===== src/sv/ppid_pkg.sv =====
// Package for the positional PID block: widths, defaults, register indexes
// and the accumulator width rule. No dependencies.
package ppid_pkg;

  localparam int DATA_WIDTH_DEF     = 16;
  localparam int GAIN_FRAC_BITS_DEF = 8;
  localparam int GAIN_W             = 16;
  localparam int OUT_W              = 32;
  localparam int INTEG_W            = 32;
  localparam int REG_IDX_W          = 2;

  typedef enum logic [REG_IDX_W-1:0] {
    REG_PROP    = 2'd0,
    REG_INTEG   = 2'd1,
    REG_DERIV   = 2'd2,
    REG_FEEDFWD = 2'd3
  } ppid_reg_t;

  // Width of the product sum: widest product plus two guard bits for four terms.
  function automatic int ppid_sum_w(int dw);
    int prod_w;
    prod_w = (dw + 1 > INTEG_W) ? (dw + 1 + GAIN_W) : (INTEG_W + GAIN_W);
    return prod_w + 2;
  endfunction

endpackage


===== src/sv/ppid_if.sv =====
// Channel interfaces for the positional PID block: sample input and control output.
// Depends on ppid_pkg.
interface ppid_in_if
  import ppid_pkg::*;
#(
  parameter int DATA_WIDTH = DATA_WIDTH_DEF
) ();
  logic                         valid;
  logic                         ready;
  logic signed [DATA_WIDTH-1:0] error_in;
  logic signed [DATA_WIDTH-1:0] target_in;
  logic signed [DATA_WIDTH-1:0] out_limit;

  modport source (output valid, error_in, target_in, out_limit, input ready);
  modport sink (input valid, error_in, target_in, out_limit, output ready);
endinterface

interface ppid_out_if
  import ppid_pkg::*;
();
  logic                    valid;
  logic                    ready;
  logic signed [OUT_W-1:0] control_out;

  modport source (output valid, control_out, input ready);
  modport sink (input valid, control_out, output ready);
endinterface


===== src/sv/ppid_front.sv =====
// Front stages: input register with error and target history, then the
// proportional, derivative and feedforward products summed into one register.
// Depends on ppid_pkg and ppid_in_if.
module ppid_front
  import ppid_pkg::*;
#(
  parameter int DATA_WIDTH = DATA_WIDTH_DEF,
  localparam int SUM_W = ppid_sum_w(DATA_WIDTH)
) (
  input  logic                         clk,
  input  logic                         rst_n,
  ppid_in_if.sink                      in_ch,
  input  logic signed [GAIN_W-1:0]     prop_gain,
  input  logic signed [GAIN_W-1:0]     deriv_gain,
  input  logic signed [GAIN_W-1:0]     feedfwd_gain,
  output logic                         s1_valid,
  input  logic                         s1_ready,
  output logic signed [SUM_W-1:0]      s1_psum,
  output logic signed [DATA_WIDTH-1:0] s1_err,
  output logic        [DATA_WIDTH-1:0] s1_lim
);

  localparam int DW = DATA_WIDTH;
  localparam logic [DW-1:0] LIM_MAX = {1'b0, {(DW-1){1'b1}}};

  logic                 s0_v_r;
  logic signed [DW-1:0] s0_err_r;
  logic        [DW-1:0] s0_lim_r;
  logic signed [DW:0]   s0_de_r;
  logic signed [DW:0]   s0_dt_r;

  logic signed [DW-1:0] prev_err_r;
  logic signed [DW-1:0] older_err_r;
  logic signed [DW-1:0] prev_tgt_r;

  logic                 s1_v_r;
  logic signed [SUM_W-1:0] psum_r;
  logic signed [DW-1:0] err1_r;
  logic        [DW-1:0] lim1_r;

  logic en0;
  logic en1;
  logic signed [DW-1:0] lim_neg;
  logic        [DW-1:0] lim_mag;
  logic signed [DW:0]   de_nxt;
  logic signed [DW:0]   dt_nxt;
  logic signed [GAIN_W+DW-1:0] prod_p;
  logic signed [GAIN_W+DW:0]   prod_d;
  logic signed [GAIN_W+DW:0]   prod_f;
  logic signed [SUM_W-1:0]     psum_nxt;

  assign en1 = !s1_v_r || s1_ready;
  assign en0 = !s0_v_r || en1;
  assign in_ch.ready = en0;

  always_comb begin
    lim_neg = -in_ch.out_limit;
    if (in_ch.out_limit[DW-1]) begin
      lim_mag = lim_neg[DW-1] ? LIM_MAX : lim_neg;
    end else begin
      lim_mag = in_ch.out_limit;
    end
    de_nxt = (DW+1)'(prev_err_r) - (DW+1)'(older_err_r);
    dt_nxt = (DW+1)'(in_ch.target_in) - (DW+1)'(prev_tgt_r);
  end

  always_comb begin
    prod_p   = prop_gain * s0_err_r;
    prod_d   = deriv_gain * s0_de_r;
    prod_f   = feedfwd_gain * s0_dt_r;
    psum_nxt = SUM_W'(prod_p) + SUM_W'(prod_d) + SUM_W'(prod_f);
  end

  always_ff @(posedge clk) begin
    if (!rst_n) begin
      s0_v_r      <= 1'b0;
      s1_v_r      <= 1'b0;
      prev_err_r  <= '0;
      older_err_r <= '0;
      prev_tgt_r  <= '0;
    end else begin
      if (en0) begin
        s0_v_r <= in_ch.valid;
        if (in_ch.valid) begin
          older_err_r <= prev_err_r;
          prev_err_r  <= in_ch.error_in;
          prev_tgt_r  <= in_ch.target_in;
        end
      end
      if (en1) begin
        s1_v_r <= s0_v_r;
      end
    end
  end

  always_ff @(posedge clk) begin
    if (en0 && in_ch.valid) begin
      s0_err_r <= in_ch.error_in;
      s0_lim_r <= lim_mag;
      s0_de_r  <= de_nxt;
      s0_dt_r  <= dt_nxt;
    end
    if (en1 && s0_v_r) begin
      psum_r <= psum_nxt;
      err1_r <= s0_err_r;
      lim1_r <= s0_lim_r;
    end
  end

  assign s1_valid = s1_v_r;
  assign s1_psum  = psum_r;
  assign s1_err   = err1_r;
  assign s1_lim   = lim1_r;

endmodule


===== src/sv/ppid_core.sv =====
// Integrator stage: integral product, final sum, shift and saturation, the
// conditional integration decision and the output register.
// Depends on ppid_pkg and ppid_out_if.
module ppid_core
  import ppid_pkg::*;
#(
  parameter int DATA_WIDTH     = DATA_WIDTH_DEF,
  parameter int GAIN_FRAC_BITS = GAIN_FRAC_BITS_DEF,
  localparam int SUM_W = ppid_sum_w(DATA_WIDTH)
) (
  input  logic                         clk,
  input  logic                         rst_n,
  input  logic signed [GAIN_W-1:0]     integ_gain,
  input  logic                         s1_valid,
  output logic                         s1_ready,
  input  logic signed [SUM_W-1:0]      s1_psum,
  input  logic signed [DATA_WIDTH-1:0] s1_err,
  input  logic        [DATA_WIDTH-1:0] s1_lim,
  ppid_out_if.source                   out_ch
);

  localparam int DW = DATA_WIDTH;
  localparam logic signed [OUT_W-1:0] S32_MAX = {1'b0, {(OUT_W-1){1'b1}}};
  localparam logic signed [OUT_W-1:0] S32_MIN = {1'b1, {(OUT_W-1){1'b0}}};

  logic                      out_v_r;
  logic signed [OUT_W-1:0]   ctrl_r;
  logic signed [INTEG_W-1:0] integ_r;

  logic                      en_o;
  logic                      take;
  logic signed [GAIN_W+INTEG_W-1:0] prod_i;
  logic signed [SUM_W-1:0]   acc;
  logic signed [SUM_W-1:0]   acc_sh;
  logic signed [OUT_W-1:0]   ctrl_nxt;
  logic signed [OUT_W:0]     ctrl_x;
  logic signed [OUT_W:0]     lim_x;
  logic                      err_pos;
  logic                      hold;
  logic signed [INTEG_W:0]   isum;
  logic signed [INTEG_W-1:0] integ_sat;

  assign en_o     = !out_v_r || out_ch.ready;
  assign take     = s1_valid && en_o;
  assign s1_ready = en_o;

  always_comb begin
    prod_i = integ_gain * integ_r;
    acc    = SUM_W'(prod_i) + s1_psum;
    acc_sh = acc >>> GAIN_FRAC_BITS;
    if (!acc_sh[SUM_W-1] && (|acc_sh[SUM_W-2:OUT_W-1])) begin
      ctrl_nxt = S32_MAX;
    end else if (acc_sh[SUM_W-1] && !(&acc_sh[SUM_W-2:OUT_W-1])) begin
      ctrl_nxt = S32_MIN;
    end else begin
      ctrl_nxt = acc_sh[OUT_W-1:0];
    end

    ctrl_x  = (OUT_W+1)'(ctrl_nxt);
    lim_x   = $signed((OUT_W+1)'(s1_lim));
    err_pos = !s1_err[DW-1] && (s1_err != '0);
    hold    = ((ctrl_x > lim_x) && err_pos) || ((ctrl_x < -lim_x) && !err_pos);

    isum = (INTEG_W+1)'(integ_r) + (INTEG_W+1)'(s1_err);
    if (isum[INTEG_W] != isum[INTEG_W-1]) begin
      integ_sat = isum[INTEG_W] ? S32_MIN : S32_MAX;
    end else begin
      integ_sat = isum[INTEG_W-1:0];
    end
  end

  always_ff @(posedge clk) begin
    if (!rst_n) begin
      out_v_r <= 1'b0;
      integ_r <= '0;
    end else begin
      if (en_o) begin
        out_v_r <= s1_valid;
      end
      if (take && !hold) begin
        integ_r <= integ_sat;
      end
    end
  end

  always_ff @(posedge clk) begin
    if (take) begin
      ctrl_r <= ctrl_nxt;
    end
  end

  assign out_ch.valid       = out_v_r;
  assign out_ch.control_out = ctrl_r;

  // The integral moves only when a beat passes into the output register unheld.
  a_integ_idle: assert property (@(posedge clk) disable iff (!rst_n)
    !take |=> $stable(integ_r))
    else $error("integral changed without a beat");

  a_integ_hold: assert property (@(posedge clk) disable iff (!rst_n)
    (take && hold) |=> $stable(integ_r))
    else $error("integral changed while anti-windup held it");

  a_out_keep: assert property (@(posedge clk) disable iff (!rst_n)
    (out_v_r && !out_ch.ready) |=> (out_v_r && $stable(ctrl_r)))
    else $error("stalled result was lost or changed");

endmodule


===== src/sv/positional_pid_antiwindup.sv =====
// Top level of the positional PID controller with conditional-integration
// anti-windup: gain registers and the two pipeline parts.
// Depends on ppid_pkg, ppid_if, ppid_front and ppid_core.
//
//   Channel  Direction  Handshake          Payload
//   in_ch    sink       valid/ready        error_in, target_in, out_limit
//   out_ch   source     valid/ready        control_out
//   cfg      write      cfg_we             cfg_idx, cfg_wdata
//
// One sample is accepted per cycle unless the output stalls. The integrator
// feedback loop in the output stage sets the rate. Reset (rst_n low,
// synchronous) clears the gains, history and integral. A stalled output holds
// its result while the two earlier stages keep filling.
module positional_pid_antiwindup
  import ppid_pkg::*;
#(
  parameter int DATA_WIDTH     = DATA_WIDTH_DEF,
  parameter int GAIN_FRAC_BITS = GAIN_FRAC_BITS_DEF
) (
  input  logic                  clk,
  input  logic                  rst_n,
  input  logic                  cfg_we,
  input  logic [REG_IDX_W-1:0]  cfg_idx,
  input  logic [GAIN_W-1:0]     cfg_wdata,
  ppid_in_if.sink               in_ch,
  ppid_out_if.source            out_ch
);

  localparam int SUM_W = ppid_sum_w(DATA_WIDTH);

  logic signed [GAIN_W-1:0] kp_r;
  logic signed [GAIN_W-1:0] ki_r;
  logic signed [GAIN_W-1:0] kd_r;
  logic signed [GAIN_W-1:0] kf_r;

  logic                         s1_valid;
  logic                         s1_ready;
  logic signed [SUM_W-1:0]      s1_psum;
  logic signed [DATA_WIDTH-1:0] s1_err;
  logic        [DATA_WIDTH-1:0] s1_lim;

  always_ff @(posedge clk) begin
    if (!rst_n) begin
      kp_r <= '0;
      ki_r <= '0;
      kd_r <= '0;
      kf_r <= '0;
    end else if (cfg_we) begin
      unique case (ppid_reg_t'(cfg_idx))
        REG_PROP:    kp_r <= cfg_wdata;
        REG_INTEG:   ki_r <= cfg_wdata;
        REG_DERIV:   kd_r <= cfg_wdata;
        REG_FEEDFWD: kf_r <= cfg_wdata;
        default: ;
      endcase
    end
  end

  ppid_front #(
    .DATA_WIDTH (DATA_WIDTH)
  ) u_front (
    .clk          (clk),
    .rst_n        (rst_n),
    .in_ch        (in_ch),
    .prop_gain    (kp_r),
    .deriv_gain   (kd_r),
    .feedfwd_gain (kf_r),
    .s1_valid     (s1_valid),
    .s1_ready     (s1_ready),
    .s1_psum      (s1_psum),
    .s1_err       (s1_err),
    .s1_lim       (s1_lim)
  );

  ppid_core #(
    .DATA_WIDTH     (DATA_WIDTH),
    .GAIN_FRAC_BITS (GAIN_FRAC_BITS)
  ) u_core (
    .clk        (clk),
    .rst_n      (rst_n),
    .integ_gain (ki_r),
    .s1_valid   (s1_valid),
    .s1_ready   (s1_ready),
    .s1_psum    (s1_psum),
    .s1_err     (s1_err),
    .s1_lim     (s1_lim),
    .out_ch     (out_ch)
  );

endmodule


===== src/flat_wrapper.sv =====
// flat-port wrapper written by rule: the top's interface ports become plain ports
module positional_pid_antiwindup_flat import ppid_pkg::*;
#(
  parameter int DATA_WIDTH     = DATA_WIDTH_DEF,
  parameter int GAIN_FRAC_BITS = GAIN_FRAC_BITS_DEF
)
  (clk, rst_n, cfg_we, cfg_idx, cfg_wdata, in_ch_valid, in_ch_error_in, in_ch_target_in, in_ch_out_limit, in_ch_ready, out_ch_valid, out_ch_control_out, out_ch_ready);
  ppid_in_if #(.DATA_WIDTH(DATA_WIDTH)) in_ch_i ();
  ppid_out_if out_ch_i ();
  input  logic clk;
  input  logic rst_n;
  input  logic cfg_we;
  input  logic [REG_IDX_W-1:0] cfg_idx;
  input  logic [GAIN_W-1:0] cfg_wdata;
  input wire logic [$bits(in_ch_i.valid)-1:0] in_ch_valid;
  input wire logic [$bits(in_ch_i.error_in)-1:0] in_ch_error_in;
  input wire logic [$bits(in_ch_i.target_in)-1:0] in_ch_target_in;
  input wire logic [$bits(in_ch_i.out_limit)-1:0] in_ch_out_limit;
  output wire logic [$bits(in_ch_i.ready)-1:0] in_ch_ready;
  output wire logic [$bits(out_ch_i.valid)-1:0] out_ch_valid;
  output wire logic [$bits(out_ch_i.control_out)-1:0] out_ch_control_out;
  input wire logic [$bits(out_ch_i.ready)-1:0] out_ch_ready;
  assign in_ch_i.valid = in_ch_valid;
  assign in_ch_i.error_in = in_ch_error_in;
  assign in_ch_i.target_in = in_ch_target_in;
  assign in_ch_i.out_limit = in_ch_out_limit;
  assign in_ch_ready = in_ch_i.ready;
  assign out_ch_valid = out_ch_i.valid;
  assign out_ch_control_out = out_ch_i.control_out;
  assign out_ch_i.ready = out_ch_ready;
  positional_pid_antiwindup #(.DATA_WIDTH(DATA_WIDTH), .GAIN_FRAC_BITS(GAIN_FRAC_BITS)) u_core (.clk(clk), .rst_n(rst_n), .cfg_we(cfg_we), .cfg_idx(cfg_idx), .cfg_wdata(cfg_wdata), .in_ch(in_ch_i), .out_ch(out_ch_i));
endmodule

===== config.mk =====
export PLATFORM = sky130hd
export DESIGN_NAME = positional_pid_antiwindup_flat
export DESIGN_NICKNAME = d
export VERILOG_FILES = /design/src/sv/ppid_pkg.sv /design/src/sv/ppid_if.sv /design/src/sv/ppid_front.sv /design/src/sv/ppid_core.sv /design/src/sv/positional_pid_antiwindup.sv /design/src/flat_wrapper.sv
export SDC_FILE = /design/constraint.sdc
export NUM_CORES = 2
export LEC_CHECK = 0
export ABC_AREA = 1
export BUFFER_PORTS_ARGS = -buffer_cell sky130_fd_sc_hd__buf_2
export CAP_MARGIN = 20
export CORE_MARGIN = 1
export CORE_UTILIZATION = 45
export CTS_BUF_LIST = sky130_fd_sc_hd__clkbuf_8
export CTS_CLUSTER_DIAMETER = 150
export CTS_CLUSTER_SIZE = 20
export DETAILED_ROUTE_END_ITERATION = 10
export PLACE_DENSITY_LB_ADDON = 0.25
export SLEW_MARGIN = 10
export SYNTH_ARGS = -nofsm -noshare
export SYNTH_HDL_FRONTEND = slang
export SYNTH_SLANG_ARGS = --single-unit

===== constraint.sdc =====
create_clock -name clk -period 22.8 [get_ports clk]
set_input_delay 1.14 -clock clk [delete_from_list [all_inputs] [get_ports clk]]
set_output_delay 1.14 -clock clk [all_outputs]
set_load 0.05 [all_outputs]

==> flow_results.xml <==
<?xml version="1.0" encoding="UTF-8"?>
<metrics>
  <group name="outcome">
    <metric name="run_status" unit="">finished clean</metric>
  </group>
  <group name="critical_path">
    <metric name="critical_path.n_buffers_inverters" unit="">5</metric>
    <metric name="setup.worst_path.end_class" unit="">register</metric>
    <metric name="slowest_delay" unit="ps">880</metric>
    <metric name="path_delay_family" unit="">simple AND/OR/NAND/NOR gates</metric>
    <metric name="worst-setup-path-type" unit="">register to register</metric>
    <metric name="worstPathMaxFanout" unit="">58</metric>
    <metric name="worst_ep_required_time" unit="ps">23400</metric>
    <metric name="worst_path_most_repeated_cell" unit="">sky130_fd_sc_hd__nand2_1</metric>
    <metric name="worst_ep_arrival_time" unit="ps">11940</metric>
    <metric name="timing.critical_path.slowest_stage_cell" unit="">sky130_fd_sc_hd__dfxtp_1</metric>
    <metric name="crit_path_start_kind" unit="">register</metric>
  </group>
  <group name="synthesis">
    <metric name="synth_enable_flop_cells" unit="">163</metric>
    <metric name="synth.cell_area" unit="sq um">67100</metric>
    <metric name="yosysWarnings" unit="">0</metric>
    <metric name="async_reset_ff_share" unit="%">0</metric>
    <metric name="synth.distinct_cells" unit="">55</metric>
    <metric name="syn-mean-instance-area" unit="sq um">8.37</metric>
    <metric name="synth_fp_nets" unit="">10000</metric>
    <metric name="syn-instance-count" unit="">8016</metric>
    <metric name="synth-seq-cells" unit="">310</metric>
    <metric name="ys_dominant_reg_cell" unit="">sky130_fd_sc_hd__edfxtp_1</metric>
    <metric name="synth.yosys.seq_area_share" unit="%">11.7</metric>
  </group>
  <group name="pwr">
    <metric name="int_power" unit="uW">4270</metric>
    <metric name="vdd.ir_drop.worst" unit="mV">0.403</metric>
    <metric name="comb_power_share" unit="%">85.2</metric>
    <metric name="total_switching_power" unit="uW">5970</metric>
    <metric name="switching_share" unit="%">58.3</metric>
    <metric name="total_power" unit="uW">10200</metric>
    <metric name="total_leakage_power" unit="uW">0.0375</metric>
    <metric name="power_frac_seq" unit="%">11.4</metric>
    <metric name="powerDensity" unit="nW/um^2">147</metric>
    <metric name="power.clock.fraction" unit="%">3.3</metric>
  </group>
  <group name="place">
    <metric name="gp_congestion" unit="">0.914</metric>
    <metric name="placed_area" unit="sq um">69300</metric>
    <metric name="place_hpwl" unit="microns">156000</metric>
    <metric name="port_buffers" unit="">104</metric>
  </group>
  <group name="sta">
    <metric name="setup_viol_count_final" unit="">0</metric>
    <metric name="grt_setup_unrepaired" unit="">false</metric>
    <metric name="max_fclk" unit="MHz">88.2</metric>
    <metric name="max-slew-margin-rel" unit="%">22.3</metric>
    <metric name="tightestPinTransition" unit="ps">1160</metric>
    <metric name="final.min_clock_period" unit="ps">11340</metric>
    <metric name="hold_violations" unit="">0</metric>
    <metric name="final.setup.tns" unit="ps">0</metric>
    <metric name="count_of_pins_over_their_slew_limit" unit="">0</metric>
    <metric name="final.hold.worst_slack" unit="ps">434</metric>
    <metric name="skew" unit="ps">89.8</metric>
    <metric name="final_period_utilization" unit="%">49.7</metric>
  </group>
  <group name="finish">
    <metric name="post_route_cell_area" unit="sq um">69700</metric>
    <metric name="area_growth_syn_to_layout" unit="%">3.94</metric>
    <metric name="design.final.nets" unit="">9871</metric>
    <metric name="drive_gt1_share" unit="%">4.08</metric>
  </group>
  <group name="floorplan">
    <metric name="core.rowCount" unit="">141</metric>
    <metric name="core" unit="sq um">148000</metric>
    <metric name="die_w" unit="microns">388</metric>
    <metric name="initial_core_util" unit="%">45.4</metric>
    <metric name="die_h" unit="microns">388</metric>
    <metric name="floorplan.die_area" unit="sq um">151000</metric>
    <metric name="io-pin-count" unit="">105</metric>
  </group>
  <group name="clock_network">
    <metric name="clock_insertion_delay_worst_skew" unit="ps">750</metric>
    <metric name="cts_made_buffers" unit="">21</metric>
    <metric name="holdBufCountCts" unit="">0</metric>
    <metric name="cts_resized" unit="">0</metric>
    <metric name="tritoncts" unit="">done</metric>
    <metric name="clk_transition_reported_paths" unit="ps">140</metric>
    <metric name="post-cts-setup-buffers" unit="">0</metric>
    <metric name="cts_sinks" unit="">310</metric>
    <metric name="cts.htree.levels" unit="">1</metric>
    <metric name="clock_tree.root_cell" unit="">sky130_fd_sc_hd__clkbuf_8</metric>
    <metric name="max-clock-path-buffers" unit="">3</metric>
  </group>
  <group name="routing">
    <metric name="drt.antenna.violating_nets" unit="">0</metric>
    <metric name="detailed_route_iter0_violations" unit="">3528</metric>
    <metric name="via_count" unit="">49100</metric>
    <metric name="drt_drc_violations_left" unit="">0</metric>
    <metric name="routed_wl" unit="microns">183000</metric>
    <metric name="post_drt_wl_per_cell" unit="microns">18.6</metric>
    <metric name="via_to_cell_ratio" unit="">5.00</metric>
    <metric name="firstDrtPassIters" unit="">6</metric>
  </group>
  <group name="worst_hold_path">
    <metric name="hp-class" unit="">register to register</metric>
  </group>
  <group name="global_route">
    <metric name="number_of_global_route_vias_before_repair" unit="">52800</metric>
    <metric name="grt_use_total" unit="%">25.3</metric>
    <metric name="globalRouteOverflowTotal" unit="">0</metric>
    <metric name="grt_max_degree" unit="">59</metric>
    <metric name="number_of_antenna_violations_at_the_first_check_in_global_routing" unit="">10</metric>
    <metric name="grt_pass1_wl" unit="microns">296000</metric>
  </group>
  <group name="flow_run">
    <metric name="maxCapViolCount" unit="">0</metric>
  </group>
</metrics>
-- layer usage --
layer / GRT usage [%] / routed length (microns) / up-vias
met2: 41.3 / 84800 / 1567
met4: 7.02 / 5770 / 6
met5: 0 / 41 / -
met1: 35.4 / 79700 / 24800
met3: 3.31 / 12900 / 226
li1: - / - / 22500
-- cells in the mapped netlist, types with 5 or more instances --
cell / instances / area [sq um]
sky130_fd_sc_hd__inv_1: 2352 / 8830
sky130_fd_sc_hd__nand2_1: 1820 / 6830
sky130_fd_sc_hd__fa_1: 1496 / 29900
sky130_fd_sc_hd__ha_1: 432 / 5410
sky130_fd_sc_hd__clkbuf_1: 334 / 1250
sky130_fd_sc_hd__nor2_1: 308 / 1160
sky130_fd_sc_hd__a21oi_1: 241 / 1210
sky130_fd_sc_hd__o21ai_0: 222 / 1110
sky130_fd_sc_hd__edfxtp_1: 163 / 4890
sky130_fd_sc_hd__dfxtp_1: 147 / 2940
sky130_fd_sc_hd__xor2_1: 93 / 815
sky130_fd_sc_hd__nand3_1: 79 / 395
sky130_fd_sc_hd__xnor2_1: 64 / 561
sky130_fd_sc_hd__or2_2: 48 / 300
sky130_fd_sc_hd__nor3_1: 34 / 170
sky130_fd_sc_hd__nor2_2: 29 / 181
sky130_fd_sc_hd__nand4_1: 18 / 113
sky130_fd_sc_hd__o21bai_1: 15 / 113
sky130_fd_sc_hd__a31oi_1: 10 / 62.6
sky130_fd_sc_hd__inv_2: 10 / 37.5
sky130_fd_sc_hd__nand2_2: 8 / 50.1
sky130_fd_sc_hd__nor4_1: 7 / 43.8
sky130_fd_sc_hd__a211oi_1: 5 / 37.5
sky130_fd_sc_hd__a21boi_0: 5 / 37.5
sky130_fd_sc_hd__a21boi_1: 5 / 37.5
sky130_fd_sc_hd__and2_1: 5 / 31.3
sky130_fd_sc_hd__buf_2: 5 / 25.0
sky130_fd_sc_hd__o21ai_1: 5 / 25.0
sky130_fd_sc_hd__o221ai_1: 5 / 43.8
-- per-stage QoR --
step                std cells  setup slack [ps]  utilization, %
floorplan                8016             14220               -
global placement         9779             11710            46.8
detailed placement       9779             11540            46.8
CTS                      9817             11510            47.1
global route             9819             10570            47.2
finish                   9821             11460            47.2
-- logic make-up after synthesis --
group	count (synthesis)	synth area share, %
AO/OA/AOI/OAI	535	4.25
AND/OR/NAND/NOR	2374	14.1
XOR/XNOR	157	2.05
buffers and inverters	2712	15.2
adder cells (fa/ha/maj)	1928	52.7
flip-flops	310	11.7
-- worst register-to-register path, delay by kind of cell, from the launching register on --
kind,cells,cell delay (ps)
fa+ha+maj,8,3780
compound gates,1,410
xor+xnor,1,80
flops,1,880
buf+inv,5,950
simple gates,24,5120
-- layout make-up --
type	count	area, sq um
timing repair buffer	179	1090
sequential	310	7840
fill	14400	78100
clock buffer	21	289
clock inverter	17	158
tap	1930	2410
multi-input combinational	4994	49000
inverter	2366	8880
antenna	4	10.0
-- power groups by stage --
stage	Combinational [uW]	Sequential (uW)	Clock, uW
final	8730	1170	343
after floorplan	5960	1110	0
after detailed placement	8670	1180	0
after CTS	8710	1170	355
after global placement	8590	1180	0
after global routing	9730	1180	369
-- path summary, 6_finish.rpt --
kind                                        start                                      to  slack, ps  cells past startpoint
max                   u_core.ki_r[5]$_SDFFE_PN0P_  u_core.u_core.integ_r[24]$_SDFFE_PN0P_      11460                     39
min          u_core.u_front.s0_lim_r[1]$_DFFE_PP_      u_core.u_front.s1_lim[1]$_DFFE_PP_        430                      0
max reg2reg           u_core.ki_r[5]$_SDFFE_PN0P_  u_core.u_core.integ_r[24]$_SDFFE_PN0P_      11460                     39
min reg2reg  u_core.u_front.s0_lim_r[1]$_DFFE_PP_      u_core.u_front.s1_lim[1]$_DFFE_PP_        430                      0
-- registers in the layout, indices dropped and copies added (netlist names), 17 cells and up --
register / flops
u_core.u_core.integ_r: 32
u_core.u_front.s0_de_r: 17
u_core.u_front.s1_psum: 35
u_core.u_core.out_ch.control_out: 32
u_core.u_front.s0_dt_r: 17
-- cell usage in the layout (no fill, tap or decap), types with 4 or more instances in the layout --
| cell | count |
|---|---|
| sky130_fd_sc_hd__and2_1 | 5 |
| sky130_fd_sc_hd__nor4_1 | 7 |
| sky130_fd_sc_hd__o31ai_1 | 4 |
| sky130_fd_sc_hd__and3_1 | 4 |
| sky130_fd_sc_hd__o221ai_1 | 5 |
| sky130_fd_sc_hd__dfxtp_1 | 143 |
| sky130_fd_sc_hd__or2_2 | 48 |
| sky130_fd_sc_hd__nand4_1 | 18 |
| sky130_fd_sc_hd__o21bai_1 | 15 |
| sky130_fd_sc_hd__xnor2_1 | 64 |
| sky130_fd_sc_hd__nand3_2 | 4 |
| sky130_fd_sc_hd__a21oi_1 | 241 |
| sky130_fd_sc_hd__a21boi_0 | 5 |
| sky130_fd_sc_hd__nor2_2 | 30 |
| sky130_fd_sc_hd__o21ai_0 | 221 |
| sky130_fd_sc_hd__dfxtp_2 | 4 |
| sky130_fd_sc_hd__nand2_1 | 1819 |
| sky130_fd_sc_hd__inv_2 | 11 |
| sky130_fd_sc_hd__o21ai_1 | 6 |
| sky130_fd_sc_hd__clkbuf_8 | 21 |
| sky130_fd_sc_hd__fa_1 | 1496 |
| sky130_fd_sc_hd__inv_1 | 2361 |
| sky130_fd_sc_hd__a21boi_1 | 5 |
| sky130_fd_sc_hd__nand2_2 | 8 |
| sky130_fd_sc_hd__buf_2 | 103 |
| sky130_fd_sc_hd__diode_2 | 4 |
| sky130_fd_sc_hd__buf_4 | 76 |
| sky130_fd_sc_hd__a31oi_1 | 10 |
| sky130_fd_sc_hd__o21a_1 | 4 |
| sky130_fd_sc_hd__edfxtp_1 | 163 |
| sky130_fd_sc_hd__xor2_1 | 93 |
| sky130_fd_sc_hd__nor3_1 | 34 |
| sky130_fd_sc_hd__ha_1 | 432 |
| sky130_fd_sc_hd__nor2_1 | 307 |
| sky130_fd_sc_hd__a211oi_1 | 5 |
| sky130_fd_sc_hd__nand3_1 | 78 |
Note: power is estimated with default switching activity, not from simulation.
